$ cat config.mk
export PLATFORM = sky130hd
export DESIGN_NAME = pwm_prescaler_period_calc
export DESIGN_NICKNAME = d
export VERILOG_FILES = /design/src/rtl/ppc_pkg.sv /design/src/rtl/pwm_prescaler_period_calc.sv
export SDC_FILE = /design/constraint.sdc
export NUM_CORES = 1
export LEC_CHECK = 0
export ABC_CLOCK_PERIOD_IN_PS = 9500
export BUFFER_PORTS_ARGS = -buffer_cell sky130_fd_sc_hd__buf_2
export CAP_MARGIN = 20
export CORE_ASPECT_RATIO = 0.75
export CORE_UTILIZATION = 40
export CTS_BUF_LIST = sky130_fd_sc_hd__clkbuf_4
export CTS_CLUSTER_DIAMETER = 100
export DETAILED_ROUTE_END_ITERATION = 7
export GPL_TIMING_DRIVEN = 0
export SLEW_MARGIN = 25
export SYNTH_ARGS = -nofsm -noshare
export SYNTH_HDL_FRONTEND = slang
export SYNTH_SLANG_ARGS = --single-unit
$ cat constraint.sdc
create_clock -name clk -period 9.5 [get_ports clk]
set_clock_uncertainty 0.1 [all_clocks]
set_input_delay 0.475 -clock clk [delete_from_list [all_inputs] [get_ports clk]]
set_output_delay 0.475 -clock clk [all_outputs]
set_load 0.02 [all_outputs]
$ cat src/rtl/ppc_pkg.sv
`default_nettype none

package ppc_pkg;

    // Field widths
    localparam int CLK_W  = 30;
    localparam int DUTY_W = 17;
    localparam int OUT_W  = 16;

    // Serial multiplier: wide operand shifts left, narrow operand shifts right
    localparam int MUL_A_W = 48;
    localparam int MUL_B_W = 31;
    localparam int CNT_W   = $clog2(MUL_B_W);

    localparam int PERIOD_BITS_DEF = 16;

    localparam logic [CLK_W-1:0]   CLK_RESET = CLK_W'(170000000);
    localparam logic [MUL_A_W-1:0] DUTY_HALF = MUL_A_W'(32'h8000);
    localparam logic [OUT_W-1:0]   CMP_MAX   = 16'hFFFF;

    typedef enum logic [2:0] {
        ST_IDLE,
        ST_DIV_PRESC,
        ST_MUL_FP,
        ST_DIV_PERIOD,
        ST_MUL_COUNTS,
        ST_DIV_ACTUAL,
        ST_MUL_DUTY,
        ST_FINISH
    } state_t;

endpackage

`default_nettype wire

$ cat src/rtl/pwm_prescaler_period_calc.sv
`default_nettype none

// PWM prescaler and period calculator. For each request (requested frequency,
// duty, direction, running flag) it finds the smallest prescaler that keeps the
// period within PERIOD_BITS bits, and returns prescaler-1, the period, the
// frequency actually reached and, when the timer runs, the rounded duty compare
// on channel B (forward) or A (backward). A frequency of zero or above the timer
// clock returns status 1 with all other fields zero. One request is handled at
// a time by a single bit-serial restoring divider, used three times, and a
// shift-add multiplier, used three times with the timer running and twice
// when stopped. The result sits in an output register, so a new request is
// taken while the previous result waits. timer_clock_hz is to be written
// through cfg_wr_en / cfg_wr_data only while the block is idle; the block
// itself does not enforce this.
module pwm_prescaler_period_calc #(
    parameter int PERIOD_BITS = ppc_pkg::PERIOD_BITS_DEF
) (
    input  wire logic                        clk,
    input  wire logic                        rst_n,

    input  wire logic                        cfg_wr_en,
    input  wire logic [ppc_pkg::CLK_W-1:0]   cfg_wr_data,

    input  wire logic                        in_valid,
    output logic                             in_ready,
    input  wire logic [ppc_pkg::CLK_W-1:0]   requested_freq_hz,
    input  wire logic [ppc_pkg::DUTY_W-1:0]  duty_fraction,
    input  wire logic                        forward,
    input  wire logic                        running,

    output logic                             out_valid,
    input  wire logic                        out_ready,
    output logic [ppc_pkg::OUT_W-1:0]        prescaler_minus_one,
    output logic [ppc_pkg::OUT_W-1:0]        period_count,
    output logic [ppc_pkg::CLK_W-1:0]        actual_freq_hz,
    output logic [ppc_pkg::OUT_W-1:0]        compare_a,
    output logic [ppc_pkg::OUT_W-1:0]        compare_b,
    output logic                             compares_loaded,
    output logic                             status
);

    localparam int CLK_W   = ppc_pkg::CLK_W;
    localparam int DUTY_W  = ppc_pkg::DUTY_W;
    localparam int OUT_W   = ppc_pkg::OUT_W;
    localparam int MUL_A_W = ppc_pkg::MUL_A_W;
    localparam int MUL_B_W = ppc_pkg::MUL_B_W;
    localparam int CNT_W   = ppc_pkg::CNT_W;
    // divisor holds f*(2^PERIOD_BITS+1) on the first pass
    localparam int DIV_W   = CLK_W + PERIOD_BITS + 1;

    ppc_pkg::state_t state_reg, state_next;

    logic [CLK_W-1:0]   clk_hz_reg;
    logic [CLK_W-1:0]   freq_reg;
    logic [DUTY_W-1:0]  duty_reg;
    logic               fwd_reg;
    logic               run_reg;
    logic               bad_reg;
    logic [CLK_W-1:0]   presc_reg;
    logic [CLK_W-1:0]   counts_reg;
    logic [CLK_W-1:0]   actual_reg;
    logic [OUT_W-1:0]   cmp_reg;
    logic [CNT_W-1:0]   cnt_reg;

    logic [CLK_W-1:0]   div_rem_reg;
    logic [CLK_W-1:0]   div_quo_reg;
    logic [DIV_W-1:0]   div_den_reg;
    logic [MUL_A_W-1:0] mul_a_reg;
    logic [MUL_B_W-1:0] mul_b_reg;
    logic [MUL_A_W-1:0] mul_acc_reg;

    logic               out_valid_reg;
    logic [OUT_W-1:0]   presc_out_reg;
    logic [OUT_W-1:0]   period_out_reg;
    logic [CLK_W-1:0]   actual_out_reg;
    logic [OUT_W-1:0]   cmp_a_out_reg;
    logic [OUT_W-1:0]   cmp_b_out_reg;
    logic               loaded_out_reg;
    logic               status_out_reg;

    logic               in_fire;
    logic               in_bad;
    logic               div_last;
    logic               mul_last;
    logic               out_free;
    logic [CLK_W:0]     div_trial;
    logic [CLK_W:0]     div_diff;
    logic               div_ge;
    logic [CLK_W-1:0]   div_rem_step;
    logic [CLK_W-1:0]   div_quo_step;
    logic [MUL_A_W-1:0] mul_acc_step;
    logic [CLK_W-1:0]   presc_m1;
    logic [CLK_W-1:0]   period_val;

    assign in_ready = (state_reg == ppc_pkg::ST_IDLE);
    assign in_fire  = in_valid && in_ready;
    assign in_bad   = (requested_freq_hz == '0) || (requested_freq_hz > clk_hz_reg);
    assign out_free = !out_valid_reg || out_ready;

    // Restoring divider step: one quotient bit per cycle
    assign div_trial    = {div_rem_reg, div_quo_reg[CLK_W-1]};
    assign div_ge       = DIV_W'(div_trial) >= div_den_reg;
    assign div_diff     = div_trial - div_den_reg[CLK_W:0];
    assign div_rem_step = div_ge ? div_diff[CLK_W-1:0] : div_trial[CLK_W-1:0];
    assign div_quo_step = {div_quo_reg[CLK_W-2:0], div_ge};
    assign div_last     = (cnt_reg == CNT_W'(CLK_W - 1));

    // Shift-add multiplier step: one multiplier bit per cycle
    assign mul_acc_step = mul_b_reg[0] ? (mul_acc_reg + mul_a_reg) : mul_acc_reg;
    assign mul_last     = (cnt_reg == CNT_W'(MUL_B_W - 1));

    assign presc_m1   = presc_reg - CLK_W'(1);
    assign period_val = counts_reg - CLK_W'(1);

    // State register
    always_ff @(posedge clk or negedge rst_n)
    begin
        if (!rst_n)
            state_reg <= ppc_pkg::ST_IDLE;
        else
            state_reg <= state_next;
    end

    // Next state
    always_comb
    begin
        state_next = state_reg;
        unique case (state_reg)
            ppc_pkg::ST_IDLE:
            begin
                if (in_fire)
                    state_next = in_bad ? ppc_pkg::ST_FINISH : ppc_pkg::ST_DIV_PRESC;
            end
            ppc_pkg::ST_DIV_PRESC:
                if (div_last) state_next = ppc_pkg::ST_MUL_FP;
            ppc_pkg::ST_MUL_FP:
                if (mul_last) state_next = ppc_pkg::ST_DIV_PERIOD;
            ppc_pkg::ST_DIV_PERIOD:
                if (div_last) state_next = ppc_pkg::ST_MUL_COUNTS;
            ppc_pkg::ST_MUL_COUNTS:
                if (mul_last) state_next = ppc_pkg::ST_DIV_ACTUAL;
            ppc_pkg::ST_DIV_ACTUAL:
            begin
                if (div_last)
                    state_next = run_reg ? ppc_pkg::ST_MUL_DUTY : ppc_pkg::ST_FINISH;
            end
            ppc_pkg::ST_MUL_DUTY:
                if (mul_last) state_next = ppc_pkg::ST_FINISH;
            ppc_pkg::ST_FINISH:
                if (out_free) state_next = ppc_pkg::ST_IDLE;
            default:
                state_next = ppc_pkg::ST_IDLE;
        endcase
    end

    // Timer clock register
    always_ff @(posedge clk or negedge rst_n)
    begin
        if (!rst_n)
            clk_hz_reg <= ppc_pkg::CLK_RESET;
        else if (cfg_wr_en)
            clk_hz_reg <= cfg_wr_data;
    end

    // Step counter
    always_ff @(posedge clk or negedge rst_n)
    begin
        if (!rst_n)
            cnt_reg <= '0;
        else if (state_next != state_reg)
            cnt_reg <= '0;
        else if (state_reg != ppc_pkg::ST_IDLE && state_reg != ppc_pkg::ST_FINISH)
            cnt_reg <= cnt_reg + CNT_W'(1);
    end

    // Datapath: divider, multiplier and intermediate results
    always_ff @(posedge clk)
    begin
        case (state_reg) inside
            ppc_pkg::ST_IDLE:
            begin
                if (in_fire)
                begin
                    freq_reg    <= requested_freq_hz;
                    duty_reg    <= duty_fraction;
                    fwd_reg     <= forward;
                    run_reg     <= running;
                    bad_reg     <= in_bad;
                    div_rem_reg <= '0;
                    div_quo_reg <= clk_hz_reg;
                    div_den_reg <= (DIV_W'(requested_freq_hz) << PERIOD_BITS)
                                   + DIV_W'(requested_freq_hz);
                end
            end
            ppc_pkg::ST_DIV_PRESC:
            begin
                div_rem_reg <= div_rem_step;
                div_quo_reg <= div_quo_step;
                if (div_last)
                begin
                    // smallest prescaler = quotient + 1; next product f*p
                    presc_reg   <= div_quo_step + CLK_W'(1);
                    mul_a_reg   <= MUL_A_W'(freq_reg);
                    mul_b_reg   <= MUL_B_W'(div_quo_step + CLK_W'(1));
                    mul_acc_reg <= '0;
                end
            end
            ppc_pkg::ST_MUL_FP, ppc_pkg::ST_MUL_COUNTS:
            begin
                mul_acc_reg <= mul_acc_step;
                mul_a_reg   <= mul_a_reg << 1;
                mul_b_reg   <= mul_b_reg >> 1;
                if (mul_last)
                begin
                    div_rem_reg <= '0;
                    div_quo_reg <= clk_hz_reg;
                    div_den_reg <= DIV_W'(mul_acc_step);
                end
            end
            ppc_pkg::ST_DIV_PERIOD:
            begin
                div_rem_reg <= div_rem_step;
                div_quo_reg <= div_quo_step;
                if (div_last)
                begin
                    // timer counts = period + 1; next product counts*p
                    counts_reg  <= div_quo_step;
                    mul_a_reg   <= MUL_A_W'(div_quo_step);
                    mul_b_reg   <= MUL_B_W'(presc_reg);
                    mul_acc_reg <= '0;
                end
            end
            ppc_pkg::ST_DIV_ACTUAL:
            begin
                div_rem_reg <= div_rem_step;
                div_quo_reg <= div_quo_step;
                if (div_last)
                begin
                    // duty product starts at one half for round-half-up
                    actual_reg  <= div_quo_step;
                    mul_a_reg   <= MUL_A_W'(duty_reg);
                    mul_b_reg   <= MUL_B_W'(counts_reg);
                    mul_acc_reg <= ppc_pkg::DUTY_HALF;
                    cmp_reg     <= '0;
                end
            end
            ppc_pkg::ST_MUL_DUTY:
            begin
                mul_acc_reg <= mul_acc_step;
                mul_a_reg   <= mul_a_reg << 1;
                mul_b_reg   <= mul_b_reg >> 1;
                if (mul_last)
                begin
                    // saturate at full scale
                    if (mul_acc_step[MUL_A_W-1:32] != '0)
                        cmp_reg <= ppc_pkg::CMP_MAX;
                    else
                        cmp_reg <= mul_acc_step[31:16];
                end
            end
            default:
            begin
            end
        endcase
    end

    // Output valid
    always_ff @(posedge clk or negedge rst_n)
    begin
        if (!rst_n)
            out_valid_reg <= 1'b0;
        else if (state_reg == ppc_pkg::ST_FINISH && out_free)
            out_valid_reg <= 1'b1;
        else if (out_ready)
            out_valid_reg <= 1'b0;
    end

    // Output payload
    always_ff @(posedge clk)
    begin
        if (state_reg == ppc_pkg::ST_FINISH && out_free)
        begin
            if (bad_reg)
            begin
                presc_out_reg  <= '0;
                period_out_reg <= '0;
                actual_out_reg <= '0;
                cmp_a_out_reg  <= '0;
                cmp_b_out_reg  <= '0;
                loaded_out_reg <= 1'b0;
                status_out_reg <= 1'b1;
            end
            else
            begin
                presc_out_reg  <= presc_m1[OUT_W-1:0];
                period_out_reg <= period_val[OUT_W-1:0];
                actual_out_reg <= actual_reg;
                cmp_a_out_reg  <= (run_reg && !fwd_reg) ? cmp_reg : '0;
                cmp_b_out_reg  <= (run_reg && fwd_reg) ? cmp_reg : '0;
                loaded_out_reg <= run_reg;
                status_out_reg <= 1'b0;
            end
        end
    end

    assign out_valid           = out_valid_reg;
    assign prescaler_minus_one = presc_out_reg;
    assign period_count        = period_out_reg;
    assign actual_freq_hz      = actual_out_reg;
    assign compare_a           = cmp_a_out_reg;
    assign compare_b           = cmp_b_out_reg;
    assign compares_loaded     = loaded_out_reg;
    assign status              = status_out_reg;

endmodule

`default_nettype wire

After elaboration in Yosys (flattened, before gate mapping)
Cells that the tools add are included.

Flip-flop bits (word level): 525. Latch bits: 0. Bits in writable memories: 0. ROM bits: 0. Input port bits: 84. Output and inout port bits: 98. Word-level logic and storage cells: 159. Memories: 0.

Add/sub/neg operators: 8. $mul: 0. Divide/modulo/power cells: 0. Magnitude comparators: 2. Eq/ne operators: 19. Shifts and indexed selects: 0. Mux-type cells: 65. Bitwise operators: 6. Reductions and logical operators: 33.

Operator list (number): 48-bit two-way mux (16); 30-bit two-way mux (15); 31-bit two-way mux (8); 47-bit two-way mux (5); 16-bit two-way mux (5); 48-bit adder (1); 46-bit by 30-bit adder with 47-bit output (1); 31-bit by 47-bit greater-or-equal comparator with 1-bit output (1); 16-bit by 1-bit subtractor with 16-bit output (second input constant) (2); 30-bit by 1-bit adder with 31-bit output (second input constant) (1); 30-bit by 1-bit adder with 30-bit output (second input constant) (1); 30-bit greater-than comparator (1); 30-bit zero test (1); 30-bit subtractor (1); 3-bit two-way mux (9); 3-bit one-hot mux with 8 select lines (1); 16-bit nonzero test (1); 3-bit == test (second input constant) (4); 2-bit nonzero test (6); 5-bit == test (second input constant) (2); 5-bit two-way mux (2); 5-bit AND reduction (2); 5-bit nonzero test (2); 3-bit AND reduction (3); 22 further kinds (42).

Longest topological paths before layout
Depth in word-level cells: 7. Gate-level depth with buffers: 20. Mapped depth without buffers: 17.

Worst setup path after synthesis
OpenSTA, ideal clock, no wires.

Path kind: register to register. From: register state_reg[0]. To: register mul_a_reg[0] (enable). Library setup time: 0.446 ns. Data arrival time: 7.038 ns. Required time: 8.954 ns. Path slack: 1.917 ns. Stages on the path, launching flop included: 8. Buffers on the path: 2. Period minus slack after synthesis: 7.583 ns. Cells stage by stage: dfrtp_1 clkbuf_1 clkinv_1 nand2_1 and2_1 clkbuf_1 a21boi_0 and2_1.

Longest elaborated chain between the ends: 4. Elaborated cells between the ends (all ways): 14. Classes of those cells: eq/ne (9); bitwise (1); reduce/logical (4).

Ends and longest elaborated chain: from (decl) (line pwm_prescaler_period_calc.sv:51) `ppc_pkg::state_t state_reg, state_next;`; from (signal assigned) (line pwm_prescaler_period_calc.sv:119) `state_reg <= ppc_pkg::ST_IDLE;`; from (signal assigned) (line pwm_prescaler_period_calc.sv:121) `state_reg <= state_next;`; 3-bit by 2-bit == test with 1-bit output or 3-bit == test (tied branches); 2-bit OR reduction (line pwm_prescaler_period_calc.sv:179) `case (state_reg) inside`; 3-bit by 2-bit inequality test with 1-bit output (no line) or 5-bit nonzero test (tied branches); 5-bit AND reduction (no line) (*); to (signal assigned) (line pwm_prescaler_period_calc.sv:203) `mul_a_reg <= MUL_A_W'(freq_reg);`; to (signal assigned) (line pwm_prescaler_period_calc.sv:211) `mul_a_reg <= mul_a_reg << 1;`; to (signal assigned) (line pwm_prescaler_period_calc.sv:228) `mul_a_reg <= MUL_A_W'(div_quo_step);`; to (decl) (line pwm_prescaler_period_calc.sv:68) `logic [MUL_A_W-1:0] mul_a_reg;`.

Mark *: on every way between the ends. The rest lies on a longest branch, timed or not. A chain may end at the register's enable or synchronous reset.

Worst setup path after layout
From: register div_rem_reg[12]. To: register mul_b_reg[26], data pin.

Longest elaborated chain between the ends: 4.

Ends and longest elaborated chain: from (decl) (line pwm_prescaler_period_calc.sv:65) `logic [CLK_W-1:0] div_rem_reg;`; from (signal assigned) (line pwm_prescaler_period_calc.sv:197) `div_rem_reg <= div_rem_step;`; from (signal assigned) (line pwm_prescaler_period_calc.sv:222) `div_rem_reg <= div_rem_step;`; from (signal assigned) (line pwm_prescaler_period_calc.sv:235) `div_rem_reg <= div_rem_step;`; 31-bit by 47-bit greater-or-equal comparator with 1-bit output (line pwm_prescaler_period_calc.sv:102) `assign div_ge = DIV_W'(div_trial) >= div_den_reg;`; net div_ge (line pwm_prescaler_period_calc.sv:88) `logic div_ge;`; 30-bit by 1-bit adder with 31-bit output (line pwm_prescaler_period_calc.sv:204) `mul_b_reg <= MUL_B_W'(div_quo_step + CLK_W'(1));`; 31-bit two-way mux (line pwm_prescaler_period_calc.sv:199) `if (div_last)`; 31-bit two-way mux (line pwm_prescaler_period_calc.sv:179); to (signal assigned) (line pwm_prescaler_period_calc.sv:204); to (signal assigned) (line pwm_prescaler_period_calc.sv:212) `mul_b_reg <= mul_b_reg >> 1;`; to (signal assigned) (line pwm_prescaler_period_calc.sv:229) `mul_b_reg <= MUL_B_W'(presc_reg);`; to (decl) (line pwm_prescaler_period_calc.sv:69) `logic [MUL_B_W-1:0] mul_b_reg;`.

The timed path passes the listed nets, and every way through them passes these cells. The select of a mux whose other input is x is not followed.

==> results by group <==
Timing
  • WHS: 0.176 ns
  • Achievable Freq: 0.146 GHz
  • Hold Vio Cnt, Final: 0
  • Final setup vio count: 0
  • Final worst slack: 2.64 ns
  • TNS Setup: 0 ns
  • Crit path time final: 6.86 ns
  • RSZ-0062 raised after global routing: no
  • Worst-margin pin slew: 1.09 ns
  • Period utilisation layout: 0.722
  • Relative slew slack: 0.272
  • Slew Limit Fails: 0

Placed design
  • Placed insts: 3826
  • PortBufs: 180
  • GP Congestion: 0.952
  • Placement Setup Slack: 2.89 ns
  • Cell Area, Placed: 31500 um2
  • Post-DP HPWL: 74700 um

Setup path
  • Crit-path cells: ha_1 -> clkbuf_1 -> nand3_1 -> nor2_1 -> nand3_1 -> a211oi_1 -> o31a_1 -> a21oi_2 -> nor2_1 -> clkbuf_1 -> ha_1 -> clkbuf_1 -> nand2_1 -> nor2b_1 -> nand3_1 -> nor2_1 -> xor2_1 -> a21bo_2
  • Worst EP arrival: 7.50 ns
  • CP max FO: 12
  • Slowest stage delay, CP: 0.85 ns
  • CP max-delay cell: clkbuf_1
  • WS Path Type: register to register
  • Worst setup EP type: register
  • Req. time, crit path: 10.14 ns
  • Crit path launch type: register

Yosys
  • Post-synthesis cell count: 2668
  • Synthesized area per cell: 10.8 um2
  • Most used DFF post-synth: edfxtp_1
  • Synth area leaders: edfxtp_1 50%, ha_1 5.5%, nand2_1 3.6%
  • Post-synth top area share: 0.504
  • Area leader, netlist: edfxtp_1
  • Post-synthesis sequential area ratio: 0.539
  • Yosys warns: 0
  • Synthesized area: 28900 um2
  • Syn_nets: 2883
  • Number of distinct library cells after synthesis: 90
  • Yosys reg bits: 525
  • Post-synthesis async set-or-reset flop share: 0.0743
  • Post-synth EDFFs: 486

Floorplan
  • Die W: 313 um
  • I/O pin count: 182
  • Core Footprint: 71700 um2
  • Placement Rows: 85
  • Die area: 73400 um2
  • Starting Density: 0.404
  • Die span in y: 235 um

Drt
  • WL/cell: 24.3 um
  • TritonRoute pass-1 iters: 8
  • DRC: 8
  • Via count: 25200
  • Drt initial violations: 3018
  • DRT Wirelength: 103000 um
  • Post-Route M1 WL: 46400 um
  • Uppermost layer routed: met5
  • Post-DR vias/cell: 5.96
  • WL met2: 41700 um
  • Met3 Wirelength: 12400 um
  • Post-route ant nets: 0

Pwr
  • Int Power: 6.87 mW
  • Total chip power: 12.5 mW
  • Worst vdd rail ir drop: 0.171 mV
  • Clock power share: 0.170
  • Net Sw Power: 5.64 mW
  • Pwr Density: 358 nW/um2
  • Power share of the combinational group: 0.505
  • Leak: 13.3 nW
  • Switching Share: 0.451
  • Flop pwr share: 0.325

Global routing
  • Initial antenna violation count: 5
  • Total track usage: 0.276
  • Grt ovf: 0
  • First-pass GRT wire length: 151000 um
  • Pin count of the biggest net entering global routing: 45
  • Number of global-route vias before repair: 23900

Layout
  • Area Growth Syn to Fin: 20.7%
  • Final Non-Filler Cells: 4231
  • Fraction of layout cells with a size suffix above 1: 0.161
  • Final net count: 3381
  • Final Core Density: 0.487
  • Final Cell Area: 34900 um2

Run status
  • Failing checks: design-rule violations
  • Status: finished, violations left

Clocking
  • CTS tree: built
  • H-tree depth: 4
  • CTS buffer count: 141
  • Number of gates resized after cts: 0
  • Longest Clk Path Bufs: 3
  • Root buffer cell: clkbuf_4
  • Worst-skew pair later-pin latency: 1.03 ns
  • Clk sink count: 525
  • Worst-path clk slew: 0.07 ns

Hold path
  • HP Class: input pin to register

Run
  • Max-Cap Viols: 0
logic make-up (layout without fill, tap and decap cells):
family,count (synthesis),count (layout),share of synthesized area
simple gates,818,818,0.138
compound gates,783,783,0.181
flops,525,525,0.539
buf+inv,247,850,0.0329
fa+ha+maj,131,131,0.0574
xor+xnor,113,113,0.0342
mux,51,51,0.0185
other cells,0,3,0
power by group through the flow:
stage	combinational [mW]	sequential [mW]	clock, mW
floorplan	4.06	4.00	0
global placement	5.83	4.19	0
detailed placement	6.09	4.09	0
CTS	6.17	4.06	2.17
global route	6.82	4.12	2.28
finish	6.32	4.07	2.12
worst max-delay path: cells and delay by family (launching register included):
kind	cells	cell delay, ns
AO/OA/AOI/OAI	4	1.29
XOR/XNOR	1	0.11
adder cells (fa/ha/maj)	2	0.58
buffers and inverters	3	1.54
flip-flops	1	0.43
AND/OR/NAND/NOR	8	2.52
cells in the mapped netlist (51+ instances only):
master	n
xnor2_1	62
edfxtp_1	486
a21oi_1	196
o21ai_0	188
nor3_1	62
nand2_1	279
nor2_1	165
ha_1	128
inv_1	114
clkbuf_1	104
xor2_1	51
a21o_1	53
timing repair:
item,CTS,global route
endpoints found under the hold margin,157,0
hold buffers,153,0
buffers inserted,0,0
setup endpoints to repair,0,0
cell usage in the layout (no fill, tap or decap), types with 32 or more instances in the layout:
cell and count:
o22ai_1 36, clkbuf_1 104, nand4_1 33, buf_2 186, clkbuf_4 206, nor2b_1 48
nor3_1 60, nand3_1 43, ha_1 128, mux2i_1 32, xor2_1 51, nand2_1 279
and2_1 45, nor2_1 161, a21oi_1 194, xnor2_1 62, and3_1 39, a22o_1 38
dlygate4sd3_1 152, o21ai_0 188, edfxtp_1 486, inv_1 114, a21o_1 53
per-layer routing:
metal / up-vias / GRT usage
li1: 11200 / -
met1: 12300 / 0.421
met2: 1519 / 0.376
met3: 169 / 0.0764
met4: 2 / 0.0801
met5: - / 0
final cells by class:
type                       instances  area, um2
tap                              957       1200
buffer                           130        512
antenna                            3       7.51
inverter                         117        439
clock buffer                     206       1550
multi-input combinational       1896      12500
sequential                       525      15600
fill                            6648      36800
timing repair buffer             355       2870
clock inverter                    42        292
final timing paths:
path	cells past startpoint	slack (ns)	start	endpoint
max in group asynchronous	4	8.22	rst_n	cnt_reg[4]$_DFFE_PN0P_
min in group asynchronous	3	0.49	rst_n	clk_hz_reg[29]$_DFFE_PN0P_
min reg2reg	1	0.43	actual_reg[16]$_DFFE_PP_	actual_freq_hz[16]$_SDFFCE_PP0P_
max	18	2.64	div_rem_reg[12]$_SDFFCE_PP0P_	mul_b_reg[26]$_DFFE_PP_
max reg2reg	18	2.64	div_rem_reg[12]$_SDFFCE_PP0P_	mul_b_reg[26]$_DFFE_PP_
min	2	0.18	duty_fraction[16]	duty_reg[16]$_DFFE_PP_
Note: power is estimated with default switching activity, not from simulation.
